**src/hw/rtl/prba_pkg.sv**
```systemverilog
// Shared types, constants and the microprogram of the port range block allocator.
// No dependencies; used by the sequencer, the datapath and the top level.
package prba_pkg;

	localparam int PORT_BITS_DEF = 16;
	localparam int IO_W          = 16;
	localparam int HI_W          = 17;
	localparam int MAX_ENTRIES   = 17;
	localparam int CNT_W         = $clog2(MAX_ENTRIES + 1);

	// Microprogram step addresses
	typedef enum logic [2:0] {
		ST_IDLE   = 3'd0,
		ST_CHECK  = 3'd1,
		ST_SHRINK = 3'd2,
		ST_DOWN   = 3'd3,
		ST_UP     = 3'd4,
		ST_FIN    = 3'd5
	} step_t;

	// Branch conditions
	typedef enum logic [2:0] {
		C_ALWAYS = 3'd0,
		C_IN     = 3'd1,
		C_EMPTY  = 3'd2,
		C_FIT    = 3'd3,
		C_DOWN   = 3'd4,
		C_UP     = 3'd5,
		C_MORE   = 3'd6
	} cond_t;

	// Datapath operations
	typedef enum logic [3:0] {
		ACT_NONE   = 4'd0,
		ACT_LOAD   = 4'd1,
		ACT_EMPTY  = 4'd2,
		ACT_SHRINK = 4'd3,
		ACT_FIRST  = 4'd4,
		ACT_DOWN   = 4'd5,
		ACT_UP     = 4'd6,
		ACT_HALVE  = 4'd7,
		ACT_FINISH = 4'd8
	} act_t;

	// One control word: first test wins, else second test, else fall-through
	typedef struct packed {
		cond_t cond_a;
		act_t  act_a;
		step_t next_a;
		cond_t cond_b;
		act_t  act_b;
		step_t next_b;
		act_t  act_c;
		step_t next_c;
	} uword_t;

	// Flags from the datapath to the sequencer
	typedef struct packed {
		logic empty;
		logic fit;
		logic down_ok;
		logic up_ok;
		logic more;
		logic out_busy;
	} dp_stat_t;

	// Control store
	function automatic uword_t prba_urom(input step_t st);
		uword_t w;
		w = '{cond_a: C_ALWAYS, act_a: ACT_NONE, next_a: ST_IDLE,
		      cond_b: C_ALWAYS, act_b: ACT_NONE, next_b: ST_IDLE,
		      act_c: ACT_NONE, next_c: ST_IDLE};
		unique case (st)
			ST_IDLE: begin
				w.cond_a = C_IN;     w.act_a = ACT_LOAD;   w.next_a = ST_CHECK;
				w.cond_b = C_ALWAYS; w.act_b = ACT_NONE;   w.next_b = ST_IDLE;
			end
			ST_CHECK: begin
				w.cond_a = C_EMPTY;  w.act_a = ACT_EMPTY;  w.next_a = ST_IDLE;
				w.cond_b = C_ALWAYS; w.act_b = ACT_NONE;   w.next_b = ST_SHRINK;
			end
			ST_SHRINK: begin
				w.cond_a = C_FIT;    w.act_a = ACT_FIRST;  w.next_a = ST_DOWN;
				w.cond_b = C_ALWAYS; w.act_b = ACT_SHRINK; w.next_b = ST_SHRINK;
			end
			ST_DOWN: begin
				w.cond_a = C_DOWN;   w.act_a = ACT_DOWN;   w.next_a = ST_DOWN;
				w.cond_b = C_ALWAYS; w.act_b = ACT_NONE;   w.next_b = ST_UP;
			end
			ST_UP: begin
				w.cond_a = C_UP;     w.act_a = ACT_UP;     w.next_a = ST_UP;
				w.cond_b = C_MORE;   w.act_b = ACT_HALVE;  w.next_b = ST_DOWN;
				w.act_c  = ACT_HALVE; w.next_c = ST_FIN;
			end
			ST_FIN: begin
				w.cond_a = C_ALWAYS; w.act_a = ACT_FINISH; w.next_a = ST_IDLE;
			end
			default: begin
				w.cond_a = C_ALWAYS; w.act_a = ACT_NONE;   w.next_a = ST_IDLE;
			end
		endcase
		return w;
	endfunction

endpackage

```
**src/hw/rtl/port_range_block_allocator_unit.sv**
```systemverilog
// Port range block allocator, top level; uses prba_pkg, prba_useq and prba_dpath. Each request
// (range_start, range_end inclusive, port_count) is covered by aligned power-of-two blocks:
// the largest block that fits is placed first, then the run grows down and up with halving
// sizes until the count is met, the sizes run out or 17 entries are out. One output word per
// block, the final one with last_entry set and run_low, run_high and total_covered final; an
// empty range or a zero count gives a single word with found clear. A small microprogram
// steps a shared datapath one step per cycle while the output register can take its words; a
// request runs through k halvings of the first block from half the port space, L growth levels
// (one per halving of the block size, at most log2 of the first block plus one) and N entries,
// and a step that must load a full output register waits for out_ready. One request is
// worked at a time; the next is taken once the last word is in the output register.
module port_range_block_allocator_unit #(
	parameter int PORT_BITS = prba_pkg::PORT_BITS_DEF
) (
	input  logic                       clk,
	input  logic                       arst_n,
	input  logic                       in_valid,
	output logic                       in_ready,
	input  logic [prba_pkg::IO_W-1:0]  range_start,
	input  logic [prba_pkg::IO_W-1:0]  range_end,
	input  logic [prba_pkg::IO_W-1:0]  port_count,
	output logic                       out_valid,
	input  logic                       out_ready,
	output logic [prba_pkg::IO_W-1:0]  block_base,
	output logic [prba_pkg::IO_W-1:0]  block_size,
	output logic [prba_pkg::IO_W-1:0]  run_low,
	output logic [prba_pkg::HI_W-1:0]  run_high,
	output logic [prba_pkg::IO_W-1:0]  total_covered,
	output logic                       found,
	output logic                       last_entry
);
	import prba_pkg::*;

	dp_stat_t stat;
	act_t     act;

	// Sequence the microprogram
	prba_useq u_useq (
		.clk      (clk),
		.arst_n   (arst_n),
		.in_valid (in_valid),
		.in_ready (in_ready),
		.stat     (stat),
		.act      (act)
	);

	// Run the datapath and hold the output word
	prba_dpath #(
		.PORT_BITS (PORT_BITS)
	) u_dpath (
		.clk           (clk),
		.arst_n        (arst_n),
		.act           (act),
		.range_start   (range_start),
		.range_end     (range_end),
		.port_count    (port_count),
		.out_ready     (out_ready),
		.out_valid     (out_valid),
		.block_base    (block_base),
		.block_size    (block_size),
		.run_low       (run_low),
		.run_high      (run_high),
		.total_covered (total_covered),
		.found         (found),
		.last_entry    (last_entry),
		.stat          (stat)
	);

endmodule

```
**src/hw/rtl/prba_useq.sv**
```systemverilog
// Microprogram sequencer: step counter, control store lookup and branch select.
// Depends on prba_pkg.
module prba_useq (
	input  logic               clk,
	input  logic               arst_n,
	input  logic               in_valid,
	output logic               in_ready,
	input  prba_pkg::dp_stat_t stat,
	output prba_pkg::act_t     act
);
	import prba_pkg::*;

	step_t  upc_q;
	uword_t uw;
	logic   in_acc;
	logic   hit_a;
	logic   hit_b;
	logic   needs_out;
	logic   stall;
	act_t   act_sel;
	step_t  next_sel;

	function automatic logic test(input cond_t c, input dp_stat_t s, input logic acc);
		logic r;
		unique case (c)
			C_ALWAYS: r = 1'b1;
			C_IN:     r = acc;
			C_EMPTY:  r = s.empty;
			C_FIT:    r = s.fit;
			C_DOWN:   r = s.down_ok;
			C_UP:     r = s.up_ok;
			C_MORE:   r = s.more;
			default:  r = 1'b0;
		endcase
		return r;
	endfunction

	// Fetch the control word and pick the branch
	always_comb begin
		uw       = prba_urom(upc_q);
		in_ready = (upc_q == ST_IDLE);
		in_acc   = in_valid && in_ready;
		hit_a    = test(uw.cond_a, stat, in_acc);
		hit_b    = test(uw.cond_b, stat, in_acc);
		if (hit_a) begin
			act_sel  = uw.act_a;
			next_sel = uw.next_a;
		end else if (hit_b) begin
			act_sel  = uw.act_b;
			next_sel = uw.next_b;
		end else begin
			act_sel  = uw.act_c;
			next_sel = uw.next_c;
		end
	end

	// Hold the step while a word must go out and the output register is full
	always_comb begin
		unique case (act_sel) inside
			ACT_EMPTY, ACT_DOWN, ACT_UP, ACT_FINISH: needs_out = 1'b1;
			default:                                 needs_out = 1'b0;
		endcase
		stall = needs_out && stat.out_busy;
		act   = stall ? ACT_NONE : act_sel;
	end

	// Advance the step counter
	always_ff @(posedge clk or negedge arst_n) begin
		if (!arst_n) begin
			upc_q <= ST_IDLE;
		end else if (!stall) begin
			upc_q <= next_sel;
		end
	end

endmodule

```
**src/hw/rtl/prba_dpath.sv**
```systemverilog
// Datapath: request registers, run bounds, pending entry and output word register.
// Depends on prba_pkg; driven by operation codes from prba_useq.
module prba_dpath #(
	parameter int PORT_BITS = prba_pkg::PORT_BITS_DEF
) (
	input  logic                       clk,
	input  logic                       arst_n,
	input  prba_pkg::act_t             act,
	input  logic [prba_pkg::IO_W-1:0]  range_start,
	input  logic [prba_pkg::IO_W-1:0]  range_end,
	input  logic [prba_pkg::IO_W-1:0]  port_count,
	input  logic                       out_ready,
	output logic                       out_valid,
	output logic [prba_pkg::IO_W-1:0]  block_base,
	output logic [prba_pkg::IO_W-1:0]  block_size,
	output logic [prba_pkg::IO_W-1:0]  run_low,
	output logic [prba_pkg::HI_W-1:0]  run_high,
	output logic [prba_pkg::IO_W-1:0]  total_covered,
	output logic                       found,
	output logic                       last_entry,
	output prba_pkg::dp_stat_t         stat
);
	import prba_pkg::*;

	localparam int AW = (PORT_BITS < IO_W) ? PORT_BITS : IO_W;
	localparam int XW = AW + 1;
	localparam logic [AW-1:0] B_CAP = {1'b1, {(AW-1){1'b0}}};

	// Request and run registers
	logic [AW-1:0]    s_q, e_q, c_q, b_q, blk_q, lo_q, total_q;
	logic [XW-1:0]    hi_q;
	logic [CNT_W-1:0] n_q;

	// Pending entry, sent once the next step shows whether it is the last
	logic [AW-1:0]    pbase_q, psize_q, plo_q, ptotal_q;
	logic [XW-1:0]    phi_q;

	// Output word register
	logic [IO_W-1:0]  obase_q, osize_q, olo_q, ototal_q;
	logic [HI_W-1:0]  ohi_q;
	logic             ofound_q, olast_q, ovalid_q;

	logic [XW-1:0]    b_x, b_m1, base_x, end_x;
	logic [XW-1:0]    blk_x, blk_m1, sum_x, lo_dn, up_end, hi_up;
	logic             n_lt, room, push;

	// Placement of the first block and the growth tests
	always_comb begin
		b_x    = {1'b0, b_q};
		b_m1   = b_x - XW'(1);
		base_x = ({1'b0, s_q} + b_m1) & ~b_m1;
		end_x  = base_x + b_m1;
		blk_x  = {1'b0, blk_q};
		blk_m1 = blk_x - XW'(1);
		sum_x  = {1'b0, total_q} + blk_x;
		lo_dn  = {1'b0, lo_q} - blk_x;
		up_end = hi_q + blk_m1;
		hi_up  = hi_q + blk_x;
		n_lt   = (n_q < CNT_W'(MAX_ENTRIES));
		room   = (sum_x <= {1'b0, c_q});

		stat.empty    = (e_q < s_q) || (c_q == '0);
		stat.fit      = (b_q == AW'(1)) || ((b_q <= c_q) && (end_x <= {1'b0, e_q}));
		stat.down_ok  = n_lt && room && (lo_q >= blk_q) && (lo_dn[AW-1:0] >= s_q)
		                && ((lo_dn & blk_m1) == '0);
		stat.up_ok    = n_lt && room && (up_end <= {1'b0, e_q}) && ((hi_q & blk_m1) == '0);
		stat.more     = (total_q < c_q) && (blk_q[AW-1:1] != '0) && n_lt;
		stat.out_busy = ovalid_q && !out_ready;
	end

	// Decode which operations load the output register
	always_comb begin
		case (act) inside
			ACT_EMPTY, ACT_DOWN, ACT_UP, ACT_FINISH: push = 1'b1;
			default:                                 push = 1'b0;
		endcase
	end

	// Control: entry count and output valid
	always_ff @(posedge clk or negedge arst_n) begin
		if (!arst_n) begin
			n_q      <= '0;
			ovalid_q <= 1'b0;
		end else begin
			case (act)
				ACT_FIRST:        n_q <= CNT_W'(1);
				ACT_DOWN, ACT_UP: n_q <= n_q + CNT_W'(1);
				default:          n_q <= n_q;
			endcase
			if (push) begin
				ovalid_q <= 1'b1;
			end else if (out_ready) begin
				ovalid_q <= 1'b0;
			end
		end
	end

	// Payload: carry out the operation of this step
	always_ff @(posedge clk) begin
		case (act)
			ACT_LOAD: begin
				s_q <= range_start[AW-1:0];
				e_q <= range_end[AW-1:0];
				c_q <= port_count[AW-1:0];
				b_q <= B_CAP;
			end
			ACT_SHRINK: begin
				b_q <= b_q >> 1;
			end
			ACT_FIRST: begin
				lo_q     <= base_x[AW-1:0];
				hi_q     <= base_x + b_x;
				total_q  <= b_q;
				blk_q    <= b_q;
				pbase_q  <= base_x[AW-1:0];
				psize_q  <= b_q;
				plo_q    <= base_x[AW-1:0];
				phi_q    <= base_x + b_x;
				ptotal_q <= b_q;
			end
			ACT_DOWN: begin
				lo_q     <= lo_dn[AW-1:0];
				total_q  <= sum_x[AW-1:0];
				pbase_q  <= lo_dn[AW-1:0];
				psize_q  <= blk_q;
				plo_q    <= lo_dn[AW-1:0];
				phi_q    <= hi_q;
				ptotal_q <= sum_x[AW-1:0];
			end
			ACT_UP: begin
				hi_q     <= hi_up;
				total_q  <= sum_x[AW-1:0];
				pbase_q  <= hi_q[AW-1:0];
				psize_q  <= blk_q;
				plo_q    <= lo_q;
				phi_q    <= hi_up;
				ptotal_q <= sum_x[AW-1:0];
			end
			ACT_HALVE: begin
				blk_q <= blk_q >> 1;
			end
			default: begin
			end
		endcase

		// Load the output word: empty result, or the pending entry
		if (act == ACT_EMPTY) begin
			obase_q  <= '0;
			osize_q  <= '0;
			olo_q    <= '0;
			ohi_q    <= '0;
			ototal_q <= '0;
			ofound_q <= 1'b0;
			olast_q  <= 1'b1;
		end else if (push) begin
			obase_q  <= IO_W'(pbase_q);
			osize_q  <= IO_W'(psize_q);
			olo_q    <= IO_W'(plo_q);
			ohi_q    <= HI_W'(phi_q);
			ototal_q <= IO_W'(ptotal_q);
			ofound_q <= 1'b1;
			olast_q  <= (act == ACT_FINISH);
		end
	end

	assign out_valid     = ovalid_q;
	assign block_base    = obase_q;
	assign block_size    = osize_q;
	assign run_low       = olo_q;
	assign run_high      = ohi_q;
	assign total_covered = ototal_q;
	assign found         = ofound_q;
	assign last_entry    = olast_q;

endmodule

```
**config.mk**
```make
export PLATFORM = sky130hd
export DESIGN_NAME = port_range_block_allocator_unit
export DESIGN_NICKNAME = d
export VERILOG_FILES = /design/src/hw/rtl/prba_pkg.sv /design/src/hw/rtl/port_range_block_allocator_unit.sv /design/src/hw/rtl/prba_useq.sv /design/src/hw/rtl/prba_dpath.sv
export SDC_FILE = /design/constraint.sdc
export NUM_CORES = 1
export LEC_CHECK = 0
export BUFFER_PORTS_ARGS = -buffer_cell sky130_fd_sc_hd__buf_2
export CAP_MARGIN = 40
export CORE_MARGIN = 3
export CORE_UTILIZATION = 55
export DETAILED_ROUTE_END_ITERATION = 6
export GPL_TIMING_DRIVEN = 0
export HOLD_SLACK_MARGIN = 0.08
export PLACE_DENSITY = 0.74
export SETUP_SLACK_MARGIN = 0.5
export SLEW_MARGIN = 0
export SYNTH_ARGS = -nofsm -noshare
export SYNTH_HDL_FRONTEND = slang
export SYNTH_SLANG_ARGS = --single-unit
```
**constraint.sdc**
```tcl
create_clock -name clk -period 9 [get_ports clk]
set_clock_uncertainty 0.15 [all_clocks]
set_input_delay 1.35 -clock clk [delete_from_list [all_inputs] [get_ports clk]]
set_output_delay 1.35 -clock clk [all_outputs]
set_load 0.01 [all_outputs]
```
==> Word level (Yosys, flattened, before mapping) <==
Index checks and enable logic that the tools add are counted.
{ "op_classes": {"magnitude_cmp": 9, "bitwise": 4, "n_eq_ne": 30, "div": 0, "shifts": 0, "multipliers": 0, "addsub": 10, "n_mux": 24, "n_reduce_logical": 32} }
{ "op_table": {"columns": ["cell", "n"], "rows": [
  ["$pmux 16 s2", 5],
  ["$pmux 16 s3", 2],
  ["$pmux 10 s6", 1],
  ["$and 17x17->17", 3],
  ["$le 17x16->1", 3],
  ["$pmux 17 s3", 1],
  ["$pmux 10 s4", 1],
  ["$add 17x16->17", 2],
  ["$add 17x17->17", 2],
  ["$logic_not 17->1", 2],
  ["$pmux 17 s2", 1],
  ["$sub 16x1->17 const B", 2],
  ["$ge 16x16->1", 2],
  ["$lt 16x16->1", 2],
  ["$eq 3x3->1 const B", 8],
  ["$eq 4x3->1 const B", 6],
  ["$eq 3x2->1 const B", 6],
  ["$add 16x16->17", 1],
  ["$add 16x17->17", 1],
  ["$not 17->17", 1],
  ["$sub 16x16->17", 1],
  ["$eq 16x1->1 const B", 1],
  ["$le 16x16->1", 1],
  ["$logic_not 16->1", 1],
  ["21 further kinds", 53]
]} }
{ "totals": {"regBits": 286, "latch_bits": 0, "romBits": 0, "n_memories": 0, "ram_bits": 0, "elab_cells": 131} }

==> Depth between registers and ports, before layout <==
Gate-level depths: netlist of run 1.
{ "logic_depth": {"word_depth": 19, "depth_mapped": 33} }

==> Cells and area by module <==
From an unflattened synthesis of run 1, not the netlist that was laid out.
{ "hier_totals": {"cells_unflattened": 2157, "hier_area_um2": 19319.8} }
{ "by_module_without_submodules": {"columns": ["module", "seq_area_each_um2", "area_each_um2", "n_inst", "cells_each"], "rows": [
  ["prba_dpath", 7637.3, 18998.2, 1, 2118],
  ["prba_useq", 75.1, 321.6, 1, 39]
]} }

==> Worst setup path after synthesis of run 1 <==
No wires, ideal clock.
{ "synth_path": {"path_kind": "register -> register", "startpoint": "register u_dpath.b_q[0]", "endpoint": "register u_dpath.hi_q[0] (enable)", "synth_period_minus_slack_ns": 7.078, "setup_time_ns": 0.413, "path_slack_ns": 1.922, "arrival_ns": 6.516, "stages_incl_launch_ff": 28, "path_cell_list": "edfxtp_1 buf_2 inv_1 ha_1 nor2b_1 nand2_2 or3_1 xnor2_1 ha_1 clkbuf_1 nand3_1 or3_1 a21oi_1 a211oi_2 xnor2_1 nor2_1 xnor2_1 ha_1 nand2_1 nor2_1 a211oi_1 o21ai_0 a31o_2 a21oi_1 a31oi_2 and2_4 buf_2 nor3_1"} }
{ "synth_between": {"elab_chain_cells": 17, "elab_cells_between_ends": 25, "cone_classes": "3 x add/sub; 2 x order compare; 7 x eq/ne; 6 x mux; 2 x bitwise; 5 x reduce/logical"} }
{ "synth_lines": {"columns": ["item", "line_no", "rtl"], "rows": [
  ["from (decl)", "prba_dpath.sv:30", "logic [AW-1:0] s_q, e_q, c_q, b_q, blk_q, lo_q, total_q;"],
  ["from (signal assigned)", "prba_dpath.sv:108", "b_q <= b_q >> 1;"],
  ["$sub 16x1->17", "prba_dpath.sv:50", "b_m1 = b_x - XW'(1);"],
  ["$add 16x17->17 / $not 17->17 (equally long branches)", "prba_dpath.sv:51", "base_x = ({1'b0, s_q} + b_m1) & ~b_m1;"],
  ["$and 17x17->17", "prba_dpath.sv:51", null],
  ["$add 17x17->17", "prba_dpath.sv:52", "end_x = base_x + b_m1;"],
  ["$le 17x16->1", "prba_dpath.sv:63", "stat.fit = (b_q == AW'(1)) || ((b_q <= c_q) && (end_x <= {1'b0, e_q}));"],
  ["$logic_and 1x1->1", "prba_dpath.sv:63", null],
  ["$logic_or 1x1->1 *", "prba_dpath.sv:63", null],
  ["$pmux 1 s7", "prba_useq.sv:25", "unique case (c)"],
  ["$mux 4", "prba_useq.sv:48", "end else if (hit_b) begin"],
  ["$mux 4 *", "prba_useq.sv:45", "if (hit_a) begin"],
  ["$eq 4x4->1 (no source line) (tied with other cells)", null, null],
  ["$reduce_or 4->1", "prba_useq.sv:59", "unique case (act_sel) inside"],
  ["$mux 1", "prba_useq.sv:59", null],
  ["$logic_and 1x1->1", "prba_useq.sv:63", "stall = needs_out && stat.out_busy;"],
  ["$mux 4 *", "prba_useq.sv:64", "act = stall ? ACT_NONE : act_sel;"],
  ["$eq 4x3->1", "prba_dpath.sv:100", "case (act)"],
  ["$reduce_bool 2->1 (no source line) *", null, null],
  ["to (signal assigned)", "prba_dpath.sv:112", "hi_q <= base_x + b_x;"],
  ["to (signal assigned)", "prba_dpath.sv:131", "hi_q <= hi_up;"],
  ["to (decl)", "prba_dpath.sv:31", "logic [XW-1:0] hi_q;"]
]} }
Every way passes the cells marked *; elsewhere a longest branch is shown, timed or not.
A chain may end at the register's enable or synchronous reset.

==> Worst setup path in the final report of run 1 <==
{ "layout_path": {"startpoint": "register u_dpath.blk_q[1]", "endpoint": "register u_dpath.phi_q[5] (data pin)"} }
{ "layout_between": {"elab_chain_cells": 16, "elab_cells_between_ends": 38, "cone_classes": "5 x add/sub; 4 x order compare; 7 x eq/ne; 7 x mux; 2 x bitwise; 13 x reduce/logical"} }
{ "layout_lines": {"columns": ["item", "line_no", "rtl"], "rows": [
  ["from (decl)", "prba_dpath.sv:30", null],
  ["from (signal assigned)", "prba_dpath.sv:114", "blk_q <= b_q;"],
  ["from (signal assigned)", "prba_dpath.sv:140", "blk_q <= blk_q >> 1;"],
  ["branches (longest 15 deep; another with $sub 16x1->17)", null, null],
  ["$pmux 17 s3 *", "prba_dpath.sv:100", null],
  ["to (signal assigned)", "prba_dpath.sv:118", "phi_q <= base_x + b_x;"],
  ["to (signal assigned)", "prba_dpath.sv:127", "phi_q <= hi_q;"],
  ["to (signal assigned)", "prba_dpath.sv:136", "phi_q <= hi_up;"],
  ["to (decl)", "prba_dpath.sv:36", "logic [XW-1:0] phi_q;"]
]} }
Mark *: on every way between the ends.

==> results of run 1 <==
-- critical path: cells and delay by family (launching register included) --
| kind | cells | cell delay (ns) |
|---|---|---|
| adders and majority gates | 3 | 0.97 |
| AOI/OAI and AO/OA | 13 | 2.77 |
| DFF | 1 | 0.51 |
| and+or+nand+nor | 6 | 1.88 |
| buffers and inverters | 3 | 1.08 |
| xor gates and xnor gates | 2 | 0.40 |
-- cell type report --
class,count,share of cell area (%)
antenna,1,0.01106
buffer,77,2.062
clock buffer,48,4.306
clock inverter,10,0.3649
inverter,215,3.582
multi-input combinational,1610,49.53
sequential,286,34.08
tap,461,2.549
timing repair buffer,143,3.521
-- placed cells by master (no fill, tap or decap), types with 39 or more instances in the layout --
| cell type | netlist | layout |
|---|---|---|
| a21o_1 | 53 | 53 |
| a21oi_1 | 116 | 116 |
| buf_2 | 12 | 148 |
| clkbuf_1 | 48 | 52 |
| dfxtp_1 | 83 | 83 |
| edfxtp_1 | 194 | 194 |
| ha_1 | 198 | 198 |
| inv_1 | 214 | 212 |
| mux2i_1 | 84 | 84 |
| nand2_1 | 336 | 335 |
| nand3_1 | 39 | 39 |
| nor2_1 | 101 | 100 |
| o21ai_0 | 115 | 115 |
| xnor2_1 | 69 | 68 |
-- registers in the layout (all words and copies together) (netlist names) --
| name | count |
|---|---|
| u_dpath.hi_q | 17 |
| u_dpath.total_covered | 16 |
| u_dpath.n_q | 5 |
| u_dpath.block_size | 16 |
| u_dpath.s_q | 16 |
| u_dpath.found | 1 |
| u_dpath.block_base | 16 |
| u_dpath.plo_q | 16 |
| u_dpath.phi_q | 17 |
| u_dpath.total_q | 16 |
| u_dpath.lo_q | 16 |
| u_dpath.out_valid | 1 |
| u_dpath.pbase_q | 16 |
| u_dpath.psize_q | 16 |
| u_dpath.b_q | 16 |
| u_dpath.e_q | 16 |
| u_dpath.blk_q | 16 |
| u_useq.upc_q | 3 |
| u_dpath.run_high | 17 |
| u_dpath.last_entry | 1 |
| u_dpath.run_low | 16 |
| u_dpath.c_q | 16 |
-- path summary, 6_finish.rpt --
check / end / cells after the start
max: u_dpath.phi_q[5] / 27
min reg2reg: u_dpath.run_low[2] / 2
min in group asynchronous: u_dpath.out_valid / 1
max in group asynchronous: u_dpath.n_q[4] / 1
max reg2reg: u_dpath.phi_q[5] / 27
min: u_dpath.run_low[2] / 2
-- cell families (layout without fill, tap and decap cells) --
| family | after synthesis | count (layout) | share of synthesized area, % |
|---|---|---|---|
| flip-flops | 286 | 286 | 38.25 |
| buffers and inverters | 292 | 493 | 6.305 |
| adder cells (fa/ha/maj) | 204 | 204 | 12.88 |
| other | 1 | 2 | 0.01860 |
| XOR/XNOR | 98 | 98 | 4.331 |
| AND/OR/NAND/NOR | 707 | 707 | 16.80 |
| multiplexers | 85 | 85 | 4.226 |
| AO/OA/AOI/OAI | 515 | 515 | 17.19 |
-- stage by stage --
stage	instance area, sq um	util, %	setup TNS (ns)	setup slack, ns
2_1_floorplan	20160	-	0	1.922
3_3_place_gp	21420	59.79	-6.890	-0.4068
3_5_place_dp	21550	60.15	0	0.8507
4_1_cts	22610	63.10	0	0.8166
5_1_grt	22630	63.16	0	0.5369
6_report	22630	63.17	0	0.9135
-- what timing repair did --
item	CTS	global route
setup buffers	0	0
endpoints found under the setup margin	0	66
gates resized for setup	0	8
-- per-layer routing --
metal	global-route usage (%)	share of wire (%)	wire length (microns)	vias to the layer above
met5	0	0.016	11	-
met4	16.66	5.5	3831	2
met3	6.430	9.9	6869	194
met2	54.93	44	30390	963
met1	46.65	41	28110	8450
li1	-	-	-	8214
==> summary.md, run 1 <==
| Metric | Value |
|---|---|
| Status | finished, final reports clean |
| Worst setup SP type | flop |
| Avg Cell Area, Syn | 9.215 sq um |
| Reg-to-Reg Start | u_dpath.blk_q[1] |
| Fillcell total | 3049 |
| DR iter-0 viols | 2194 |
| Port Buffer Count | 136 |
| Via-to-Cell Ratio | 6.251 |
| Most common cell in the netlist | nand2_1 |
| # IOs | 137 |
| Post-synthesis sequential area ratio | 38.25% |
| Worst-Skew Late Latency | 0.60 ns |
| Yosys cell types | 101 |
| Final slew viol count | 0 |
| Post-DP HPWL | 56210 microns |
| Cts hold-fix bufs | 0 |
| DIE WIDTH | 197.5 microns |
| Leading area contributor after synthesis | edfxtp_1 |
| Slew HR | 40.22% |
| Post-synth top area share | 28.89% |
| Measured slew at the worst slew-check pin | 0.8851 ns |
| Yosys warns | 0 |
| Area taken by flip-flops and latches | 0.007712 sq mm |
| DR DRC count | 0 |
| GRT overflow | 0 |
| Via count of the first global-routing pass | 17088 |
| Worst Setup SP | u_dpath.blk_q[1] |
| RSZ-0062 raised after global routing | no |
| Core area | 0.03583 sq mm |
| Arrival time at the worst endpoint | 8.21 ns |
| Largest net degree at the start of global routing | 46 |
| CTS buffer count | 31 |
| CP max FO | 10 |
| GRT Total Usage | 34.85% |
| Syn Nets | 2444 |
| Fmax achieved | 0.1237 GHz |
| Rows | 69 |
| Clk root buf | clkbuf_16 |
| Layout cell share with drive strength beyond 1 | 11.55% |
| Die Y | 197.5 microns |
| Critical path type | reg2reg |
| CTS tree | yes |
| Async SR Flop Fraction | 3.147% |
| Antenna violation net count after detailed routing | 0 |
| Most used cell, CP | a21oi_1 |
| Detailed Routing Iterations Pass 1 | 7 |
| Area of the multi-input gates | 0.01121 sq mm |
| Tmin final | 8.087 ns |
| Synthesis-stage register bit count | 286 |
| Min-delay src | u_dpath.run_low[2] |
| Setup crit end kind | flop |
| Area grow syn2layout | 12.25% |
| Wirelength, routed | 69210 microns |
| Clk buf depth | 3 |
| Drt wl/cell | 24.28 microns |
| Global placer's final weighted congestion | 1.105 |
| CP peak stage delay | 0.72 ns |
| Final setup violation count | 0 |
| CTS clk-pin slew, worst paths | 0.06 ns |
| Top cells by count, synth | 336 x nand2_1, 214 x inv_1, 198 x ha_1 |
| Hold WS | 0.2984 ns |
| Top cells by area, synth | edfxtp_1 29%, ha_1 12%, dfxtp_1 8.2%, nand2_1 6.3%, mux2i_1 4.2% |
| Final std cells w/o fill | 2851 |
| Via count | 17823 |
| Die area | 0.03899 sq mm |
| Slowest-stage cell, CP | nor4bb_1 |
| NumNets Final | 2620 |
| Syn Inst Count | 2188 |
| Sink Count | 286 |
| Final Hold Fails | 0 |
| Post-synth EDFFs | 194 |
| Htree depth | 1 |
| Cell Area, Synth | 0.02016 sq mm |
| Synth Flop Type | edfxtp_1 |
| First-pass GRT wire length | 102600 microns |
| Placed insts | 2792 |
| Worst Path Required | 9.12 ns |
| Initial Util | 56.28% |
| Tcrit/Tclk final | 89.85% |
| Total of max-cap violations | 0 |
| Worst R2R Setup Slack | 0.91 ns |
| Initial antenna violation count | 2 |
| Hold Crit Class | reg2reg |
Power of run 1 is not shown: default switching activity piles up to over one toggle a cycle in this logic, so the estimate is an artifact.
==> run 2: changes to the inputs <==
Clock period 9 ns to 10.4 ns, I/O delays scaled along.
==> run 2 against run 1 <==
Fmax shrank 4.1%. Die area unchanged. Count of clock-buffer cells in the layout stayed put. Sequential cell count is the same. Critical endpoint is now u_dpath.hi_q[13]. Final cell count is essentially flat. Global-route usage unchanged.
==> summary.md, run 2 (synthesis gave the netlist of run 1 again) <==
| Metric | Value |
|---|---|
| Final setup violation count | 0 (unchanged) |
| Tcrit/Tclk final | 81.09% (-8.8 points) |
| Post-DP HPWL | 56210 microns (unchanged) |
| Most frequent cells in the layout | 336 x nand2_1, 213 x inv_1, 198 x ha_1 |
| Worst setup SP type | flop |
| Slew HR | 39.82% (-0.40 points) |
| Layout cell share with drive strength beyond 1 | 11.34% (-0.21 points) |
| RSZ-0062 raised after global routing | no |
| Worst-Skew Late Latency | 0.60 ns (about the same) |
| Worst Path Required | 10.54 ns (+1.42 ns) |
| Core area | 0.03583 sq mm (unchanged) |
| Final Hold Fails | 0 (unchanged) |
| GRT Max-Usage Layer | met2 |
| Tmin final | 8.434 ns (+0.3470 ns) |
| Reg2reg end | u_dpath.hi_q[13] |
| Slowest-stage cell, CP | nor3_2 |
| Rows | 69 (unchanged) |
| Final slew viol count | 0 (unchanged) |
| CTS buffer count | 31 (unchanged) |
| Global placer's final weighted congestion | 1.105 (unchanged) |
| GR Util met1 | 46.65% (unchanged) |
| # IOs | 137 (unchanged) |
| NumNets Final | 2620 (unchanged) |
| Fillcell total | 3049 (unchanged) |
| Largest net degree at the start of global routing | 46 (unchanged) |
| Fmax achieved | 0.1186 GHz (-4.1%) |
| Arrival time at the worst endpoint | 8.57 ns (+0.36 ns) |
| Die Y | 197.5 microns (unchanged) |
| Measured slew at the worst slew-check pin | 0.8911 ns (+0.005989 ns) |
| Setup crit end kind | flop |
| Via count | 17916 (+0.52%) |
| Post-CTS setup buffer count | 0 (unchanged) |
| Initial antenna violation count | 2 (unchanged) |
| Hold Path Sink | u_dpath.run_low[2] |
| Hold path depth | 2 (unchanged) |
| CP max FO | 10 (unchanged) |
| GRT Total Usage | 34.85% (unchanged) |
| Min-delay src | u_dpath.run_low[2] |
| Reg-to-Reg Start | u_dpath.b_q[1] |
| Clk root buf | clkbuf_16 |
| Antenna diodes | 0 (-1) |
| Via-to-Cell Ratio | 6.286 (+0.56%) |
| Worst R2R Setup Slack | 1.97 ns (+1.05 ns) |
| Cts repair resizes | 0 (unchanged) |
| Detailed Routing Iterations Pass 1 | 5 (-2) |
| Total negative slack | 0 ns (unchanged) |
| Antenna violation net count after detailed routing | 0 (unchanged) |
| Met2 usage | 54.93% (unchanged) |
| Htree depth | 1 (unchanged) |
| Delay-heaviest family, CP | simple AND/OR/NAND/NOR gates |
| Area grow syn2layout | 12.13% |
| Total of max-cap violations | 0 (unchanged) |
| GRT overflow | 0 (unchanged) |
| Initial Util | 56.28% (unchanged) |
| CTS clk-pin slew, worst paths | 0.06 ns (about the same) |
| Commonest non-fill, non-tap cell in the layout | nand2_1 |
| Sink Count | 286 (unchanged) |
| Hold Crit Class | reg2reg |
| CTS tree | yes |
| Die area | 0.03899 sq mm (unchanged) |
| Cts hold-fix bufs | 0 (unchanged) |
| R2R depth | 27 (unchanged) |
| Drt wl/cell | 24.32 microns (+0.19%) |
| DR iter-0 viols | 2048 (-6.7%) |
| Port Buffer Count | 136 (unchanged) |
| DIE WIDTH | 197.5 microns (unchanged) |
| DR DRC count | 0 (unchanged) |
| CP peak stage delay | 0.72 ns (about the same) |
| Critical path type | reg2reg |
| Worst path bufs/invs | 4 (+1) |
| Met3 usage | 6.430% (unchanged) |
| First-pass GRT wire length | 102600 microns (unchanged) |
| Wirelength, routed | 69320 microns (+0.15%) |
| Status | finished, final reports clean |
| Clk buf depth | 3 (unchanged) |
| Via count of the first global-routing pass | 17088 (unchanged) |
## run 2: through the flow
step	setup WS, ns	cells	hold WS [ns]	util [%]	cell area [sq um]
floorplan	3.322	2188	0.3087	-	20160
global placement	0.9932	2785	0.2829	59.79	21420
detailed placement	2.251	2792	0.2882	60.15	21550
CTS	2.217	2850	0.3008	63.10	22610
global route	1.565	2850	0.3203	63.10	22610
finish	1.966	2850	0.2984	63.10	22610
## run 2: layer usage
| metal | wire length, microns | share of wire (%) |
|---|---|---|
| met1 | 28110 | 41 |
| met2 | 30370 | 44 |
| met4 | 3982 | 5.7 |
| met3 | 6845 | 9.9 |
| met5 | 11 | 0.016 |
## run 2: cell type report
| cell class | count | area [sq um] | share of cell area (%) |
|---|---|---|---|
| multi-input cells | 1610 | 11190 | 49.51 |
| flip-flops and latches | 286 | 7712 | 34.11 |
| clock buffers | 48 | 974.7 | 4.311 |
| inverters | 215 | 807.0 | 3.570 |
| repair buffers | 143 | 797.0 | 3.525 |
| well taps | 461 | 576.8 | 2.551 |
| plain buffers | 77 | 464.2 | 2.053 |
| clock inverters | 10 | 82.58 | 0.3653 |
## run 2: worst register-to-register path, cell delays in order, from the launching register on
cell and delay, ns:
edfxtp_1 0.63, inv_1 0.32, ha_1 0.28, nor2b_1 0.43, nand2_2 0.21, or3_1 0.43
xnor2_1 0.38, ha_1 0.20, clkbuf_1 0.33, nand3_1 0.18, or3_1 0.34, a21oi_1 0.19
a211oi_2 0.08, xnor2_1 0.50, nor2_1 0.11, xnor2_1 0.24, ha_1 0.29, nand2_1 0.08
nor2_1 0.05, a211oi_1 0.27, o21ai_0 0.13, a31o_2 0.26, a21oi_1 0.29, a31oi_2 0.25
and2_4 0.25, buf_2 0.19, nor3_2 0.72, buf_4 0.35
## run 2: worst max-delay path by stage
stage | to | depth (start not counted) | slack, ns | start
6_report | u_dpath.hi_q[13] | 27 | 1.97 | u_dpath.b_q[1]
3_3_place_gp | u_dpath.hi_q[15] | 26 | 0.99 | u_dpath.b_q[1]
3_5_place_dp | u_dpath.hi_q[15] | 27 | 2.25 | u_dpath.b_q[1]
5_1_grt | u_dpath.blk_q[12] | 27 | 1.56 | u_dpath.b_q[1]
2_1_floorplan | u_dpath.hi_q[0] | 27 | 3.32 | u_dpath.b_q[0]
4_1_cts | u_dpath.hi_q[14] | 27 | 2.22 | u_dpath.b_q[1]
Power of run 2 is left out for the same reason.
==> run 3: changes to the inputs <==
Settings changed: PLACE_DENSITY 0.74 to 0.76.
Clock period 10.4 ns to 7.12 ns, I/O delays scaled along.
==> run 3 against run 2 <==
Final cell count is 3.1% higher. Cell area increased by 7.0%. Die area is the same. Non-clock buffer count is 82 higher. Hold slack worse by 0.079 ns. Fmax up 28%. Largest cell class unchanged. Register-to-register slack got worse by 1.5 ns.
==> summary.md, run 3 (synthesis gave the netlist of run 1 again) <==
| Metric | Value |
|---|---|
| Rows | 69 (unchanged) |
| Die area | 0.03899 sq mm (unchanged) |
| DR DRC count | 0 (unchanged) |
| Detailed Routing Iterations Pass 1 | 7 (+2) |
| Port Buffer Count | 136 (unchanged) |
| GRT overflow | 0 (unchanged) |
| Core area | 0.03583 sq mm (unchanged) |
| Fmax achieved | 0.1512 GHz (+28%) |
| Slew HR | 37.26% (-2.6 points) |
| Area grow syn2layout | 19.96% |
| Antenna violation net count after detailed routing | 0 (unchanged) |
| Reg-to-Reg Start | u_dpath.b_q[1] |
| Worst-Skew Late Latency | 0.55 ns (-0.05 ns) |
| DR iter-0 viols | 1877 (-8.3%) |
| Worst R2R Setup Slack | 0.51 ns (-1.46 ns) |
| Htree depth | 2 (+1) |
| Setup crit end kind | flop |
| Cts hold-fix bufs | 0 (unchanged) |
| Largest net degree at the start of global routing | 45 (-2.2%) |
| Worst Path Required | 7.23 ns (-3.31 ns) |
| R2R depth | 29 (+7.4%) |
| Via count | 18348 (+2.4%) |
| DP Worst Slack | -1.183 ns (-3.434 ns) |
| Setup ws final | 0.5060 ns (-1.460 ns) |
| Fillcell total | 2864 (-6.1%) |
| Via-to-Cell Ratio | 6.243 (-0.69%) |
| Initial antenna violation count | 3 (+1) |
| Final slew viol count | 0 (unchanged) |
| Clk buf depth | 3 (unchanged) |
| CTS tree | yes |
| Worst path bufs/invs | 5 (+1) |
| Hold Crit Class | in2async |
| DIE WIDTH | 197.5 microns (unchanged) |
| Most frequent cells in the layout | 332 x nand2_1, 202 x inv_1, 194 x edfxtp_1 |
| Die Y | 197.5 microns (unchanged) |
| Critical path type | reg2reg |
| Status | finished, final reports clean |
| NumNets Final | 2706 (+3.3%) |
| Delay-heaviest family, CP | compound AO/OA/AOI/OAI gates |
| CTS clk-pin slew, worst paths | 0.06 ns (about the same) |
| Final Hold Fails | 0 (unchanged) |
| Arrival time at the worst endpoint | 6.73 ns (-1.84 ns) |
| Tcrit/Tclk final | 92.89% (+12 points) |
| Wirelength, routed | 72860 microns (+5.1%) |
| Total of max-cap violations | 0 (unchanged) |
| Global placer's final weighted congestion | 1.065 (-3.6%) |
| Layout cell share with drive strength beyond 1 | 19.83% (+8.5 points) |
| Commonest non-fill, non-tap cell in the layout | nand2_1 |
| Slowest-stage cell, CP | o211ai_1 |
| # IOs | 137 (unchanged) |
| CP max FO | 10 (unchanged) |
| First-pass GRT wire length | 105800 microns (+3.1%) |
| Tmin final | 6.614 ns (-1.820 ns) |
| CP peak stage delay | 0.50 ns (-0.22 ns) |
| RSZ-0062 raised after global routing | yes |
| Clk root buf | clkbuf_16 |
| Final setup violation count | 0 (unchanged) |
| Via count of the first global-routing pass | 17551 (+2.7%) |
| Initial Util | 56.28% (unchanged) |
| Drt wl/cell | 24.79 microns (+1.9%) |
| CTS buffer count | 34 (+9.7%) |
| Most used cell, CP | buf_6 |
| Measured slew at the worst slew-check pin | 0.9410 ns (+0.04995 ns) |
| Worst setup SP type | flop |
| Sink Count | 286 (unchanged) |
| Post-DP HPWL | 57020 microns (+1.4%) |
| Reg2reg end | u_dpath.phi_q[16] |
| GRT Total Usage | 36.27% (+1.4 points) |
==> run 3: worst max path at each step <==
stage	startpoint	end	slack [ns]	depth (start not counted)
2_1_floorplan	u_dpath.b_q[0]	u_dpath.pbase_q[0]	0.53	28
5_1_grt	u_dpath.b_q[1]	u_dpath.phi_q[16]	0.39	29
4_1_cts	u_dpath.blk_q[1]	u_dpath.phi_q[16]	0.50	32
3_5_place_dp	u_dpath.b_q[1]	u_dpath.blk_q[3]	-1.18	27
6_report	u_dpath.b_q[1]	u_dpath.phi_q[16]	0.51	29
3_3_place_gp	u_dpath.b_q[1]	u_dpath.lo_q[9]	-1.59	26
==> run 3: worst reg2reg max path: cells and delay by family (launching register included) <==
kind / cells / cell delay [ns]
AOI/OAI and AO/OA: 10 / 2.39
xor gates and xnor gates: 3 / 0.59
adders and majority gates: 3 / 0.70
buffers and inverters: 5 / 0.67
DFF: 1 / 0.47
and+or+nand+nor: 8 / 1.35
==> run 3: final cells by class <==
type | instances | area (sq um) | area share (%)
multi-input combinational | 1610 | 11980 | 49.53
sequential | 286 | 7712 | 31.88
timing repair buffer | 225 | 1444 | 5.969
clock buffer | 45 | 973.4 | 4.024
inverter | 215 | 830.8 | 3.435
tap | 461 | 576.8 | 2.385
buffer | 77 | 534.3 | 2.209
clock inverter | 17 | 122.6 | 0.5069
timing repair inverter | 1 | 7.507 | 0.03104
antenna | 2 | 5.005 | 0.02069
==> run 3: timing repair <==
item | in CTS | in global routing
pin swaps | 27 | 59
gates cloned | 1 | 1
setup buffers | 43 | 38
gates resized for setup | 97 | 112
hold endpoints to repair | 0 | 0
endpoints found under the setup margin | 384 | 351
==> run 3: layer usage <==
| metal | up-vias | wire length, microns | track usage (%) |
|---|---|---|---|
| li1 | 8383 | - | - |
| met1 | 8658 | 28780 | 46.60 |
| met2 | 1066 | 31870 | 56.19 |
| met3 | 239 | 7528 | 9.125 |
| met4 | 2 | 4669 | 20.27 |
| met5 | - | 12 | 0 |
==> run 3: stage by stage <==
| stage | hold slack, ns | instances | utilization (%) | setup TNS [ns] | area, sq um |
|---|---|---|---|---|---|
| 2_1_floorplan | 0.3087 | 2188 | - | 0 | 20180 |
| 6_report | 0.2198 | 2939 | 67.51 | 0 | 24190 |
| 3_3_place_gp | 0.2836 | 2785 | 59.84 | -347.38 | 21440 |
| 3_5_place_dp | 0.2874 | 2791 | 60.10 | -309.65 | 21530 |
| 5_1_grt | 0.2195 | 2937 | 67.50 | 0 | 24180 |
| 4_1_cts | 0.2058 | 2897 | 65.26 | 0 | 23380 |
Power of run 3 is left out for the same reason.
